File: config.mk
export PLATFORM = sky130hd
export DESIGN_NAME = pzc_queue
export DESIGN_NICKNAME = d
export VERILOG_FILES = /design/src/rtl/pzc_pkg.sv /design/src/rtl/pzc_queue.sv
export SDC_FILE = /design/constraint.sdc
export NUM_CORES = 1
export LEC_CHECK = 0
export ABC_AREA = 0
export BUFFER_PORTS_ARGS = -buffer_cell sky130_fd_sc_hd__buf_2
export CAP_MARGIN = 20
export CORE_MARGIN = 5
export CORE_UTILIZATION = 55
export CTS_BUF_LIST = sky130_fd_sc_hd__clkbuf_2 sky130_fd_sc_hd__clkbuf_4 sky130_fd_sc_hd__clkbuf_8
export CTS_CLUSTER_DIAMETER = 200
export DETAILED_ROUTE_END_ITERATION = 16
export PLACE_DENSITY = 0.9
export SYNTH_ARGS = -nofsm -noshare
export SYNTH_HDL_FRONTEND = slang
export SYNTH_SLANG_ARGS = --single-unit
File: constraint.sdc
create_clock -name clk -period 9.4 [get_ports clk]
set_input_delay 0.47 -clock clk [delete_from_list [all_inputs] [get_ports clk]]
set_output_delay 0.47 -clock clk [all_outputs]
set_load 0.02 [all_outputs]
File: src/rtl/pzc_pkg.sv
// ----------------------------------------------------------------------------
// pzc_pkg
// Shared types and constants of the polygon zone classifier.
// ----------------------------------------------------------------------------
package pzc_pkg;

    localparam int DEF_MAX_VERTICES = 8;
    localparam int DEF_ZONE_COUNT   = 4;
    localparam int DEF_COORD_WIDTH  = 32;
    localparam int ZONE_REGS        = 4;
    localparam int CFG_WIDTH        = 4;
    localparam int CFG_IDX_WIDTH    = 2;

    localparam logic [1:0] CMD_WRITE  = 2'd0;
    localparam logic [1:0] CMD_LOCATE = 2'd1;
    localparam logic [1:0] CMD_REPORT = 2'd2;
    localparam logic [1:0] CMD_NONE   = 2'd3;

    localparam logic [CFG_WIDTH-1:0] RESET_COUNT0 = 4'd4;
    localparam logic [CFG_WIDTH-1:0] RESET_COUNT1 = 4'd6;
    localparam logic [CFG_WIDTH-1:0] RESET_COUNT2 = 4'd4;
    localparam logic [CFG_WIDTH-1:0] RESET_COUNT3 = 4'd6;

    // one classified item handed from front to back
    typedef struct packed {
        logic [1:0]  cmd;
        logic [1:0]  zone;
        logic [2:0]  slot;
        logic [31:0] x;
        logic [31:0] y;
        logic        first;
    } pzc_item_t;

endpackage

File: src/rtl/pzc_queue.sv
// ----------------------------------------------------------------------------
// pzc_queue
// Two-entry queue between the front and the back.
// ----------------------------------------------------------------------------
module pzc_queue
    import pzc_pkg::*;
(
    input  logic      clk,
    input  logic      rst_n,
    input  logic      push,
    input  pzc_item_t push_item,
    output logic      full,
    input  logic      pop,
    output logic      not_empty,
    output pzc_item_t head
);
    pzc_item_t  mem_reg [2];
    logic       wr_reg;
    logic       rd_reg;
    logic [1:0] cnt_reg;

    assign full      = (cnt_reg == 2'd2);
    assign not_empty = (cnt_reg != 2'd0);
    assign head      = mem_reg[rd_reg];

    always_ff @(posedge clk)
    begin
        if (push)
        begin
            mem_reg[wr_reg] <= push_item;
        end
    end

    always_ff @(posedge clk or negedge rst_n)
    begin
        if (!rst_n)
        begin
            wr_reg  <= 1'b0;
            rd_reg  <= 1'b0;
            cnt_reg <= 2'd0;
        end
        else
        begin
            if (push)
            begin
                wr_reg <= ~wr_reg;
            end
            if (pop)
            begin
                rd_reg <= ~rd_reg;
            end
            cnt_reg <= cnt_reg + {1'b0, push} - {1'b0, pop};
        end
    end
endmodule

After elaboration in Yosys (flattened, before gate mapping)
Memories as Yosys holds them, arrays and structs flattened.
Cells that the tools add are included.

operators by class
  add/sub/neg operators = 2
  eq/ne operators = 1
  muxes and demuxes = 2
  bitwise logic cells = 2
  reductions and logical operators = 1

operators by type and width
  cell                                         count
  2-bit by 1-bit adder with 2-bit output       1
  2-bit equality test, second input constant   1
  1-bit two-way mux                            2
  1-bit inverter                               2
  2-bit nonzero test                           1
  2-bit by 1-bit subtractor with 2-bit output  1

storage, ports and cells
  register bits = 4
  bits in writable memories = 144
  input bits = 76
  output and inout bits = 74
  logic and storage cells = 12
  memories kept = 1

memory list
  memory   depth  width  read ports  clocked after memory_dff  write ports  line             source
  mem_reg  2      72     1           0                         1            pzc_queue.sv:17  pzc_item_t mem_reg [2];

Longest topological paths before layout
Gate-level depths: netlist (run 1).

  depth after elaboration = 2
  depth in mapped cells = 5
  gate-level depth less buffers = 5

Least setup slack after synthesis (run 1)
No wires, ideal clock.

  path type = input to register
  from = input push
  to = memory mem_reg[0][0] in the netlist's numbering, enable pin
  arrival time = 3.626 ns
  data required time = 8.889 ns
  setup slack = 5.263 ns
  stages = 1
  buffers on the path = 0
  path through = nor2b_1

on the way
  longest elaborated chain between the ends = 2

RTL lines
  item                                     line             source
  start: declaration                       pzc_queue.sv:10  input logic push,
  1-bit two-way mux                        pzc_queue.sv:28  if (push)
  1-bit two-way mux (implied by the code)  pzc_queue.sv:30  mem_reg[wr_reg] <= push_item;
  end: declaration                         pzc_queue.sv:17

Every way passes these cells.

==> tab_implementation.tex, run 1 <==
\begin{tabular}{lr}
\hline
Metric & Value \\
\hline
\multicolumn{2}{l}{\textbf{Power}} \\
Switching power as a share of total power & 0.321 \\
Clock network fraction of design power & 0.213 \\
Total Power & $\sim$2.1 mW \\
Power per standard cell area & between 300 and 400 nW/um2 \\
Peak VDD IR & 0.180 mV \\
Share of power burned in registers & 0.443 \\
Logic pwr share & 0.344 \\
Leakage & 2.82 nW \\
Design internal power & approximately 1.5 mW \\
Net switching power of the design & 0.686 mW \\
\multicolumn{2}{l}{\textbf{Synthesis}} \\
Total of warnings raised by yosys & 0 \\
Number of register bits inferred by synthesis & 148 \\
Average cell area after synthesis & between 20 and 25 um2 \\
Syn Std Cell Area & about 5700 um2 \\
Cell variety after synth & 13 \\
Syn\_nets & 317 \\
Number of cells produced by synthesis & around 240 \\
Post-synthesis sequential area ratio & 0.770 \\
\multicolumn{2}{l}{\textbf{Global route}} \\
Most utilized layer in the global route result & met2 \\
Number of antenna violations at the first check in global routing & 2 \\
Largest net degree at the start of global routing & 73 \\
GR Util met1 & 0.177 \\
First-pass GRT wire length & between 10000 and 15000 um \\
Routing usage on met3 & 0.0663 \\
Via count of the first global-routing pass & approximately 3000 \\
Final global-route overflow total & 0 \\
Grt met2 use & 0.261 \\
GR Util All Layers & 0.156 \\
\multicolumn{2}{l}{\textbf{Die}} \\
Placeable core region & between 10000 and 15000 um2 \\
Die Outline Area & approximately 13000 um2 \\
Number of rows created at floorplan & 37 \\
Horizontal extent of the die & about 110 um \\
Die span in y & 112 um \\
I/O Pins & 150 \\
Starting utilization of the core area & 0.559 \\
\multicolumn{2}{l}{\textbf{Finish}} \\
NumNets Final & 480 \\
Layout Area Growth over Synthesis & 20.5\% \\
Layout cell share with drive strength beyond 1 & 0.617 \\
Antenna diodes & 0 \\
Max FFs per register & between 100 and 150 \\
Final design instance area without fill & slightly below 7000 um2 \\
\multicolumn{2}{l}{\textbf{Setup path}} \\
Launch point of the worst reg-to-reg path & wr\_reg\$\_DFFE\_PN0P\_ \\
Launch point of the worst path & rd\_reg\$\_DFFE\_PN0P\_ \\
Highest net fanout along the worst path & between 40 and 50 \\
Arrival time of data at the critical path endpoint & between 2 and 3 ns \\
Critical Path Source Type & register \\
Req. time, crit path & 8.93 ns \\
R2R setup slack & between 7 and 8 ns \\
Worst Setup End Kind & output pin \\
Worst Setup Path Type & register to output pin \\
\multicolumn{2}{l}{\textbf{Timing}} \\
Maximum achievable frequency & between 300 and 400 MHz \\
Worst-margin pin slew & about 0.97 ns \\
Final critical-path share of the clock period & 0.318 \\
Final hold viol count & 0 \\
Hold slack & $\sim$0.22 ns \\
Worst rel slew slack & 0.354 \\
Total setup violations reported at the end of the flow & 0 \\
Unrepaired setup endpoints after global routing & false \\
Sum of negative setup slack & 0 ns \\
Count of pins over their slew limit & 0 \\
Crit path setup slack, layout & 6.41 ns \\
Time the worst path needs with I/O delays and setup & 2.99 ns \\
Post-Route Skew & between 0.008 and 0.009 ns \\
\multicolumn{2}{l}{\textbf{Routing}} \\
Number of remaining DRC errors & 0 \\
Number of antenna-violating nets in the routed design & 0 \\
Detailed Routing Iterations Pass 1 & 4 \\
Total length of routed wires & 9600 um \\
Post-DR vias/cell & around 5.0 \\
Number of vias in the routed layout & between 2000 and 3000 \\
DRT iter0 DRCs & slightly above 100 \\
Routed length per placed instance & $\sim$17 um \\
\multicolumn{2}{l}{\textbf{Clock network}} \\
Later-pin clock latency in the skew report & $\sim$0.43 ns \\
Clock H-tree levels & 4 \\
Cts bufs inserted & 17 \\
Post-CTS setup buffers & 0 \\
Clock tree from TritonCTS & done \\
Clock root buffer & clkbuf\_8 \\
Clock-pin transition on the worst setup and hold timing paths & 0.08 ns \\
Number of buffers between clock root and the deepest sink & 2 \\
Clock net sink count & around 150 \\
\multicolumn{2}{l}{\textbf{Placement}} \\
Final HPWL from detailed placement & around 6500 um \\
Placement Cell Area & about 6500 um2 \\
Pre-CTS WS & 6.87 ns \\
Count of port buffers added during placement & 149 \\
Gp weighted congestion & 0.725 \\
\multicolumn{2}{l}{\textbf{Min path}} \\
Hold Path Origin & push\_item[67] \\
Hold WC Path Type & input port to register \\
\multicolumn{2}{l}{\textbf{Flow run}} \\
Maximum Capacitance Violations & 0 \\
\multicolumn{2}{l}{\textbf{Status}} \\
Outcome & complete, no violations \\
\hline
\end{tabular}
==> power by group through the flow <==
stage | Combinational [mW] | Clock, mW | Sequential, mW
6_report | 0.735 | 0.455 | 0.947
5_1_grt | 0.778 | 0.504 | 0.960
4_1_cts | 0.748 | 0.468 | 0.949
3_5_place_dp | 0.745 | 0 | 0.963
3_3_place_gp | 0.732 | 0 | 0.952
2_1_floorplan | 0.637 | 0 | 0.925
==> worst max-delay path, stage by stage (launching register included) <==
cell and delay [ns]:
dfrtp_4 0.78, buf_4 0.73, mux2_4 0.36, buf_2 0.16
==> cell usage in the layout, fill, tap and decap left out, types with 2 or more instances in the layout <==
cell type and instances:
mux2_4 69, bufinv_16 2, inv_1 2, ha_1 2
clkinvlp_4 5, dfrtp_1 3, xor2_1 2, clkinv_1 3
mux2_2 3, buf_2 149, clkbuf_8 17, buf_4 2
clkinv_4 2, clkinv_2 3, edfxtp_1 144
==> worst paths after layout <==
check,end,depth (start not counted)
setup / recovery,head[28],3
hold / removal,mem_reg[0][67]$_DFFE_PP_,1
setup reg to reg,mem_reg[0][11]$_DFFE_PP_,2
hold reg to reg,wr_reg$_DFFE_PN0P_,1
max in group asynchronous,rd_reg$_DFFE_PN0P_,2
min in group asynchronous,cnt_reg[1]$_DFF_PN0_,2
==> cells by family after synthesis <==
kind of cell / after synthesis / synth area share
xor+xnor: 3 / 0.00719
fa+ha+maj: 2 / 0.00436
buf+inv: 10 / 0.0277
flops: 148 / 0.770
mux: 72 / 0.186
simple gates: 4 / 0.00436
==> cells in the mapped netlist <==
cell      count  area share
buf_6         1      0.0020
mux2_2        3      0.0059
dfrtp_1       4       0.017
edfxtp_1    144        0.75
mux2_4       69        0.18
inv_1         2      0.0013
xor3_1        1      0.0041
and2_1        1      0.0011
xor2_1        2      0.0031
nor2b_1       2      0.0022
or2_2         1      0.0011
ha_1          2      0.0044
buf_12        7       0.024
==> per-layer routing <==
layer	wire, um	vias to the layer above
li1	-	1270
met1	3550	1328
met2	5000	115
met3	882	24
met4	149	4
met5	21	-
==> area by class of cell <==
| cell class | count | area, um2 |
|---|---|---|
| Tap cell | 136 | 170 |
| Clock inverter | 15 | 141 |
| Clock buffer | 17 | 234 |
| Sequential cell | 148 | 4430 |
| Timing Repair Buffer | 152 | 771 |
| Multi-Input combinational cell | 81 | 1170 |
| Fill cell | 711 | 3350 |
| Inverter | 2 | 7.51 |
==> repair_timing <==
action,in CTS,in global routing
gates resized for setup,0,0
endpoints found under the hold margin,4,0
hold buffers,1,0
==> metrics by stage <==
stage,std cells,util
floorplan,239,-
global placement,518,0.636
detailed placement,518,0.636
CTS,551,0.674
global route,551,0.674
finish,551,0.674
(Power assumes the default switching activity.)
==> run 2, diff against run 1 <==
CORE_UTILIZATION = 54   (was 55)
PLACE_DENSITY = 0.88   (was 0.9)
clock period = 3 ns   (was 9.4 ns; I/O delays follow)
==> tab_implementation.tex, run 2 (synthesized netlist as in run 1, its figures left out) <==
\begin{tabular}{lr}
\hline
Metric & Value \\
\hline
\multicolumn{2}{l}{\textbf{Status}} \\
Outcome & complete, no violations (unchanged) \\
\multicolumn{2}{l}{\textbf{Global route}} \\
Final global-route overflow total & 0 (unchanged) \\
Largest net degree at the start of global routing & 73 (unchanged) \\
Number of antenna violations at the first check in global routing & 0 (was 2) \\
Via count of the first global-routing pass & 3449 (was 2998) \\
First-pass GRT wire length & 17600 um (was 14900 um) \\
GR Util All Layers & 0.183 (was 0.156) \\
\multicolumn{2}{l}{\textbf{Timing}} \\
Total setup violations reported at the end of the flow & 0 (unchanged) \\
Maximum achievable frequency & around 430 MHz \\
Worst rel slew slack & 0.339 (was 0.354) \\
Count of pins over their slew limit & 0 (unchanged) \\
Sum of negative setup slack & 0 ns (unchanged) \\
Time the worst path needs with I/O delays and setup & 2.33 ns \\
Unrepaired setup endpoints after global routing & false (unchanged) \\
Final hold viol count & 0 (unchanged) \\
Worst-margin pin slew & 0.992 ns (was 0.967 ns) \\
Hold slack & 0.0540 ns (was 0.223 ns) \\
Final critical-path share of the clock period & 0.776 \\
Post-Route Skew & 0.0161 ns (was 0.00815 ns) \\
\multicolumn{2}{l}{\textbf{Setup path}} \\
Req. time, crit path & 2.85 ns (was 8.93 ns) \\
Critical Path Source Type & register (unchanged) \\
Worst Setup End Kind & output pin (unchanged) \\
Highest net fanout along the worst path & 42 (was 44) \\
Arrival time of data at the critical path endpoint & 2.18 ns (was 2.52 ns) \\
Worst Setup Path Type & register to output pin (unchanged) \\
\multicolumn{2}{l}{\textbf{Die}} \\
Placeable core region & 10400 um2 (was 10300 um2) \\
Starting utilization of the core area & 0.554 (was 0.559) \\
Die Outline Area & 12800 um2 (was 12600 um2) \\
I/O Pins & 150 (unchanged) \\
Die span in y & 113 um (was 112 um) \\
Number of rows created at floorplan & 37 (unchanged) \\
Horizontal extent of the die & 113 um (was 112 um) \\
\multicolumn{2}{l}{\textbf{Power}} \\
Design internal power & 4.89 mW (was 1.45 mW) \\
Switching power as a share of total power & 0.311 (was 0.321) \\
Share of power burned in registers & 0.421 (was 0.443) \\
Leakage & 3.19 nW (was 2.82 nW) \\
Peak VDD IR & 0.625 mV (was 0.180 mV) \\
Logic pwr share & 0.340 (was 0.344) \\
Power per standard cell area & 914 nW/um2 (was 309 nW/um2) \\
Net switching power of the design & 2.20 mW (was 0.686 mW) \\
Clock network fraction of design power & 0.239 (was 0.213) \\
\multicolumn{2}{l}{\textbf{Finish}} \\
Commonest cells after routing, fill and taps aside & buf\_2, edfxtp\_1, dlygate4sd3\_1 (was buf\_2, edfxtp\_1, mux2\_4) \\
Layout cell share with drive strength beyond 1 & 0.531 (was 0.617) \\
Layout Area Growth over Synthesis & 35.0\% (was 20.5\%) \\
NumNets Final & 555 (was 480) \\
Max FFs per register & 144 (unchanged) \\
Leading cell type in the layout, fill and taps excluded & buf\_2 (unchanged) \\
Antenna diodes & 0 (unchanged) \\
\multicolumn{2}{l}{\textbf{Min path}} \\
Hold WC Path Type & input port to asynchronous set/reset pin (was input port to register) \\
\multicolumn{2}{l}{\textbf{Routing}} \\
Number of remaining DRC errors & 0 (unchanged) \\
Routed length per placed instance & 18.4 um (was 17.4 um) \\
Post-DR vias/cell & 4.88 (was 4.97) \\
Number of antenna-violating nets in the routed design & 0 (unchanged) \\
Total length of routed wires & 11500 um (was 9600 um) \\
Number of vias in the routed layout & 3053 (was 2741) \\
Detailed Routing Iterations Pass 1 & 4 (unchanged) \\
DRT iter0 DRCs & 96 (was 103) \\
\multicolumn{2}{l}{\textbf{Clock network}} \\
Clock H-tree levels & 4 (unchanged) \\
Clock net sink count & 148 (unchanged) \\
Cts bufs inserted & 17 (unchanged) \\
Clock root buffer & clkbuf\_8 (unchanged) \\
Clock-pin transition on the worst setup and hold timing paths & 0.09 ns (was 0.08 ns) \\
Number of buffers between clock root and the deepest sink & 2 (unchanged) \\
Later-pin clock latency in the skew report & 0.44 ns (was 0.43 ns) \\
Clock tree from TritonCTS & done (unchanged) \\
Number of gates resized after cts & 0 (unchanged) \\
\multicolumn{2}{l}{\textbf{Placement}} \\
Gp weighted congestion & 0.692 (was 0.725) \\
Final HPWL from detailed placement & 6510 um (was 6500 um) \\
Count of port buffers added during placement & 149 (unchanged) \\
\multicolumn{2}{l}{\textbf{Flow run}} \\
Maximum Capacitance Violations & 0 (unchanged) \\
\hline
\end{tabular}
run 2: final timing paths:
kind                                     from                       end  slack (ns)  cells past startpoint
max                        rd_reg$_DFFE_PN0P_                  head[53]        0.67                      3
max reg2reg                wr_reg$_DFFE_PN0P_   mem_reg[1][6]$_DFFE_PP_        1.31                      1
min in group clk                push_item[29]  mem_reg[1][29]$_DFFE_PP_        0.44                      2
min reg2reg                wr_reg$_DFFE_PN0P_        wr_reg$_DFFE_PN0P_        0.55                      1
max in group asynchronous               rst_n        rd_reg$_DFFE_PN0P_        2.81                      2
min                                     rst_n      cnt_reg[1]$_DFF_PN0_        0.05                      2
run 2: repair_timing:
item                                    CTS  global route
hold buffers                             75             0
endpoints found under the setup margin    0             0
buffers inserted                          0             0
endpoints found under the hold margin   151             0
run 2: routing by layer:
metal | wire length [um] | global-route usage | vias up
li1 | - | - | 1422
met1 | 4300 | 0.198 | 1505
met2 | 6270 | 0.330 | 112
met3 | 761 | 0.0647 | 14
met4 | 163 | 0.0649 | 0
met5 | 0 | 0 | -
run 2: final cells by class:
cell class                 count  area [um2]
clock buffer                  23         292
fill                         606        2620
timing repair buffer         227        1530
clock inverter                 9         154
tap                          136         170
sequential                   148        4430
inverter                       2        7.51
multi-input combinational     81        1170
run 2: power groups by stage:
stage	clock, mW	combinational [mW]	sequential [mW]
2_1_floorplan	0	2.00	2.89
3_3_place_gp	0	2.29	3.00
3_5_place_dp	0	2.34	3.03
4_1_cts	1.73	2.42	2.98
5_1_grt	1.83	2.54	3.03
6_report	1.69	2.41	2.99
run 2: critical path, stage by stage (launching register included):
cell	delay [ns]
dfrtp_4	0.82
buf_12	0.38
mux2_4	0.34
buf_2	0.16
run 2: through the flow:
step / std cells / instance area [um2] / total power [mW] / utilization / setup WS [ns]
detailed placement: 519 / 6560 / 5.36 / 0.632 / 1.13
finish: 626 / 7750 / 7.09 / 0.748 / 0.672
global placement: 519 / 6560 / 5.30 / 0.632 / 1.14
floorplan: 239 / 5750 / 4.88 / - / 0.288
global route: 626 / 7750 / 7.40 / 0.748 / 0.574
CTS: 626 / 7750 / 7.13 / 0.748 / 0.635
==> run 3, diff against run 2 <==
ABC_AREA = 1   (was 0)
CORE_UTILIZATION = 49   (was 54)
PLACE_DENSITY = 0.85   (was 0.88)
clock period = 2.1 ns   (was 3 ns; I/O delays follow)
==> tab_implementation.tex, run 3 <==
\begin{tabular}{lr}
\hline
Metric & Value \\
\hline
\multicolumn{2}{l}{\textbf{Timing}} \\
Crit path setup slack, layout & 0.203 ns (was 0.672 ns) \\
Worst rel slew slack & 0.635 (was 0.339) \\
Final critical-path share of the clock period & 0.903 \\
Time the worst path needs with I/O delays and setup & $\sim$1.9 ns \\
Post-Route Skew & 0.00770 ns (was 0.0161 ns) \\
Hold slack & 0.390 ns (was 0.0540 ns) \\
Total setup violations reported at the end of the flow & 0 (unchanged) \\
Count of pins over their slew limit & 0 (unchanged) \\
Worst-margin pin slew & 0.548 ns (was 0.992 ns) \\
Final hold viol count & 0 (unchanged) \\
Unrepaired setup endpoints after global routing & false (unchanged) \\
Sum of negative setup slack & 0 ns (unchanged) \\
Maximum achievable frequency & around 530 MHz \\
\multicolumn{2}{l}{\textbf{Power}} \\
Power per standard cell area & 1270 nW/um2 (was 914 nW/um2) \\
Logic pwr share & 0.353 (was 0.340) \\
Clock network fraction of design power & 0.217 (was 0.239) \\
Share of power burned in registers & 0.430 (was 0.421) \\
Switching power as a share of total power & 0.371 (was 0.311) \\
Net switching power of the design & 3.59 mW (was 2.20 mW) \\
Leakage & 3.27 nW (was 3.19 nW) \\
Peak VDD IR & 0.855 mV (was 0.625 mV) \\
Design internal power & 6.08 mW (was 4.89 mW) \\
\multicolumn{2}{l}{\textbf{Global route}} \\
Largest net degree at the start of global routing & 51 (was 73) \\
Via count of the first global-routing pass & 3821 (was 3449) \\
Final global-route overflow total & 0 (unchanged) \\
GR Util All Layers & 0.180 (was 0.183) \\
First-pass GRT wire length & 18200 um (was 17600 um) \\
Number of antenna violations at the first check in global routing & 1 (was 0) \\
\multicolumn{2}{l}{\textbf{Clock network}} \\
Clock root buffer & clkbuf\_8 (unchanged) \\
Later-pin clock latency in the skew report & 0.43 ns (was 0.44 ns) \\
Cts bufs inserted & 17 (unchanged) \\
Clock H-tree levels & 4 (unchanged) \\
Clock tree from TritonCTS & done (unchanged) \\
Clock net sink count & 148 (unchanged) \\
Clock-pin transition on the worst setup and hold timing paths & 0.08 ns (was 0.09 ns) \\
Number of buffers between clock root and the deepest sink & 2 (unchanged) \\
\multicolumn{2}{l}{\textbf{Synthesis}} \\
Largest area contributor in the synthesized netlist & edfxtp\_1 (unchanged) \\
Syn\_nets & 479 (was 317) \\
Cell variety after synth & 16 (was 13) \\
Number of cells produced by synthesis & 401 (was 239) \\
Number of flops mapped to enable cells by yosys & 144 (unchanged) \\
Cell types occupying the most area after synthesis & edfxtp\_1, inv\_1, nand2\_1 (was edfxtp\_1, mux2\_4, buf\_12) \\
Total of warnings raised by yosys & 0 (unchanged) \\
Async set-reset flop share out of synthesis & 0.0270 (unchanged) \\
Number of register bits inferred by synthesis & 148 (unchanged) \\
Share of the synthesized area in the top cell type & 0.776 (was 0.753) \\
Top flip-flop cell by instance count after synthesis & edfxtp\_1 (unchanged) \\
Leading cell types by count after synthesis & edfxtp\_1, inv\_1, nand2\_1 (was edfxtp\_1, mux2\_4, buf\_12) \\
Average cell area after synthesis & 13.9 um2 (was 24.0 um2) \\
Syn Std Cell Area & 5570 um2 (was 5740 um2) \\
Post-synthesis sequential area ratio & 0.794 (was 0.770) \\
Most used standard cell by instance count after synthesis & edfxtp\_1 (unchanged) \\
\multicolumn{2}{l}{\textbf{Min path}} \\
Hold WC Path Type & input port to register (was input port to asynchronous set/reset pin) \\
\multicolumn{2}{l}{\textbf{Finish}} \\
Commonest cells after routing, fill and taps aside & buf\_2, edfxtp\_1, nand2\_1 (was buf\_2, edfxtp\_1, dlygate4sd3\_1) \\
Layout cell share with drive strength beyond 1 & 0.297 (was 0.531) \\
Layout Area Growth over Synthesis & 36.9\% (was 35.0\%) \\
Max FFs per register & 144 (unchanged) \\
FF+latch area & 4430 um2 (unchanged) \\
Final core utilization & 0.677 (was 0.748) \\
Fillcell total & 793 (was 606) \\
Leading cell type in the layout, fill and taps excluded & buf\_2 (unchanged) \\
Multi-input logic area & 731 um2 (was 1170 um2) \\
NumNets Final & 715 (was 555) \\
\multicolumn{2}{l}{\textbf{Die}} \\
Number of rows created at floorplan & 39 (was 37) \\
Placeable core region & 11300 um2 (was 10400 um2) \\
Starting utilization of the core area & 0.494 (was 0.554) \\
I/O Pins & 150 (unchanged) \\
Die Outline Area & 13600 um2 (was 12800 um2) \\
Die span in y & 117 um (was 113 um) \\
Horizontal extent of the die & 117 um (was 113 um) \\
\multicolumn{2}{l}{\textbf{Setup path}} \\
Family of cells with the greatest summed delay on the critical path & flip-flops (unchanged) \\
Critical Path Source Type & register (unchanged) \\
Cell type of the slowest stage on the worst timing path & dfrtp\_4 (unchanged) \\
Sum of buffers and inverters on the critical path & 2 (unchanged) \\
Highest net fanout along the worst path & 26 (was 42) \\
Req. time, crit path & 2.00 ns (was 2.85 ns) \\
Worst Setup Path Type & register to output pin (unchanged) \\
Ordered list of cells on the worst path & buf\_4 > nand2\_1 > o21ai\_0 > buf\_2 (was buf\_12 > mux2\_4 > buf\_2) \\
CP max stage delay & 0.63 ns (was 0.82 ns) \\
Worst Setup End Kind & output pin (unchanged) \\
Arrival time of data at the critical path endpoint & 1.79 ns (was 2.18 ns) \\
\multicolumn{2}{l}{\textbf{Placement}} \\
Pre-CTS WS & 0.519 ns (was 1.13 ns) \\
Final HPWL from detailed placement & 7290 um (was 6510 um) \\
Gp weighted congestion & 0.786 (was 0.692) \\
Count of port buffers added during placement & 149 (unchanged) \\
\multicolumn{2}{l}{\textbf{Routing}} \\
DRT iter0 DRCs & 181 (was 96) \\
Routed length per placed instance & 15.2 um (was 18.4 um) \\
Number of antenna-violating nets in the routed design & 0 (unchanged) \\
Post-DR vias/cell & 4.70 (was 4.88) \\
Number of vias in the routed layout & 3730 (was 3053) \\
Number of remaining DRC errors & 0 (unchanged) \\
Detailed Routing Iterations Pass 1 & 5 (was 4) \\
Total length of routed wires & 12000 um (was 11500 um) \\
\multicolumn{2}{l}{\textbf{Flow run}} \\
Maximum Capacitance Violations & 0 (unchanged) \\
\multicolumn{2}{l}{\textbf{Status}} \\
Outcome & complete, no violations (unchanged) \\
\hline
\end{tabular}
## run 3: cell count changes in the layout (fill, tap and decap cells not counted), sizes merged, moves of 4 or more
cell,delta
buf,+5
o21ai,+72
mux2,-72
clkbuf,-4
nand2,+79
inv,+77
## run 3: stage by stage
step	cells	total power, mW	area (um2)
final	794	9.67	7630
after global routing	794	10.2	7630
after CTS	791	9.65	7590
after detailed placement	684	7.47	6460
after global placement	684	7.34	6460
after floorplan	401	6.39	5580
## run 3: repair_timing
| action | CTS | global route |
|---|---|---|
| hold endpoints to repair | 151 | 2 |
| setup endpoints to repair | 0 | 27 |
| buffers inserted | 0 | 1 |
| resized for setup | 0 | 1 |
| hold buffers | 75 | 1 |
## run 3: routing by layer
| layer | vias up | routed length, um | GRT usage |
|---|---|---|---|
| met5 | - | 0 | 0 |
| met4 | 0 | 222 | 0.0742 |
| met3 | 19 | 862 | 0.0622 |
| met2 | 126 | 6620 | 0.331 |
| li1 | 1820 | - | - |
| met1 | 1765 | 4340 | 0.187 |
## run 3: kinds of logic after synthesis
| group | synth area share |
|---|---|
| XOR/XNOR | 0.00315 |
| AND/OR/NAND/NOR | 0.0555 |
| flip-flops | 0.794 |
| buffers and inverters | 0.0757 |
| AO/OA/AOI/OAI | 0.0667 |
| adder cells (fa/ha/maj) | 0.00449 |
## run 3: worst register-to-register path, stage by stage (launching register included)
cell	delay [ns]
dfrtp_1	0.43
nor2_4	0.12
buf_4	0.46
## run 3: power by group through the flow
stage               Combinational, mW  Clock (mW)  Sequential [mW]
CTS                              3.32        2.14             4.20
detailed placement               3.20           0             4.27
floorplan                        2.28           0             4.10
finish                           3.41        2.10             4.16
global placement                 3.11           0             4.23
global route                     3.73        2.30             4.22
## run 3: area by class of cell
type,instances,share of cell area
multi-input cells,158,0.0958
flip-flops and latches,148,0.581
inverters,79,0.0394
repair buffers,233,0.210
clock inverters,13,0.0176
well taps,143,0.0235
diodes,1,0.000328
clock buffers,19,0.0326
## run 3: worst paths after layout
path	cells after the start	from	slack, ns	to
worst min-delay path	2	push_item[25]	0.39	mem_reg[0][25]$_DFFE_PP_
min in group asynchronous	3	rst_n	0.55	cnt_reg[0]$_DFF_PN0_
worst max register to register	2	wr_reg$_DFFE_PN0P_	0.70	mem_reg[0][47]$_DFFE_PP_
worst min register to register	1	wr_reg$_DFFE_PN0P_	0.55	wr_reg$_DFFE_PN0P_
worst max-delay path	4	rd_reg$_DFFE_PN0P_	0.20	head[13]
max in group asynchronous	3	rst_n	1.41	rd_reg$_DFFE_PN0P_
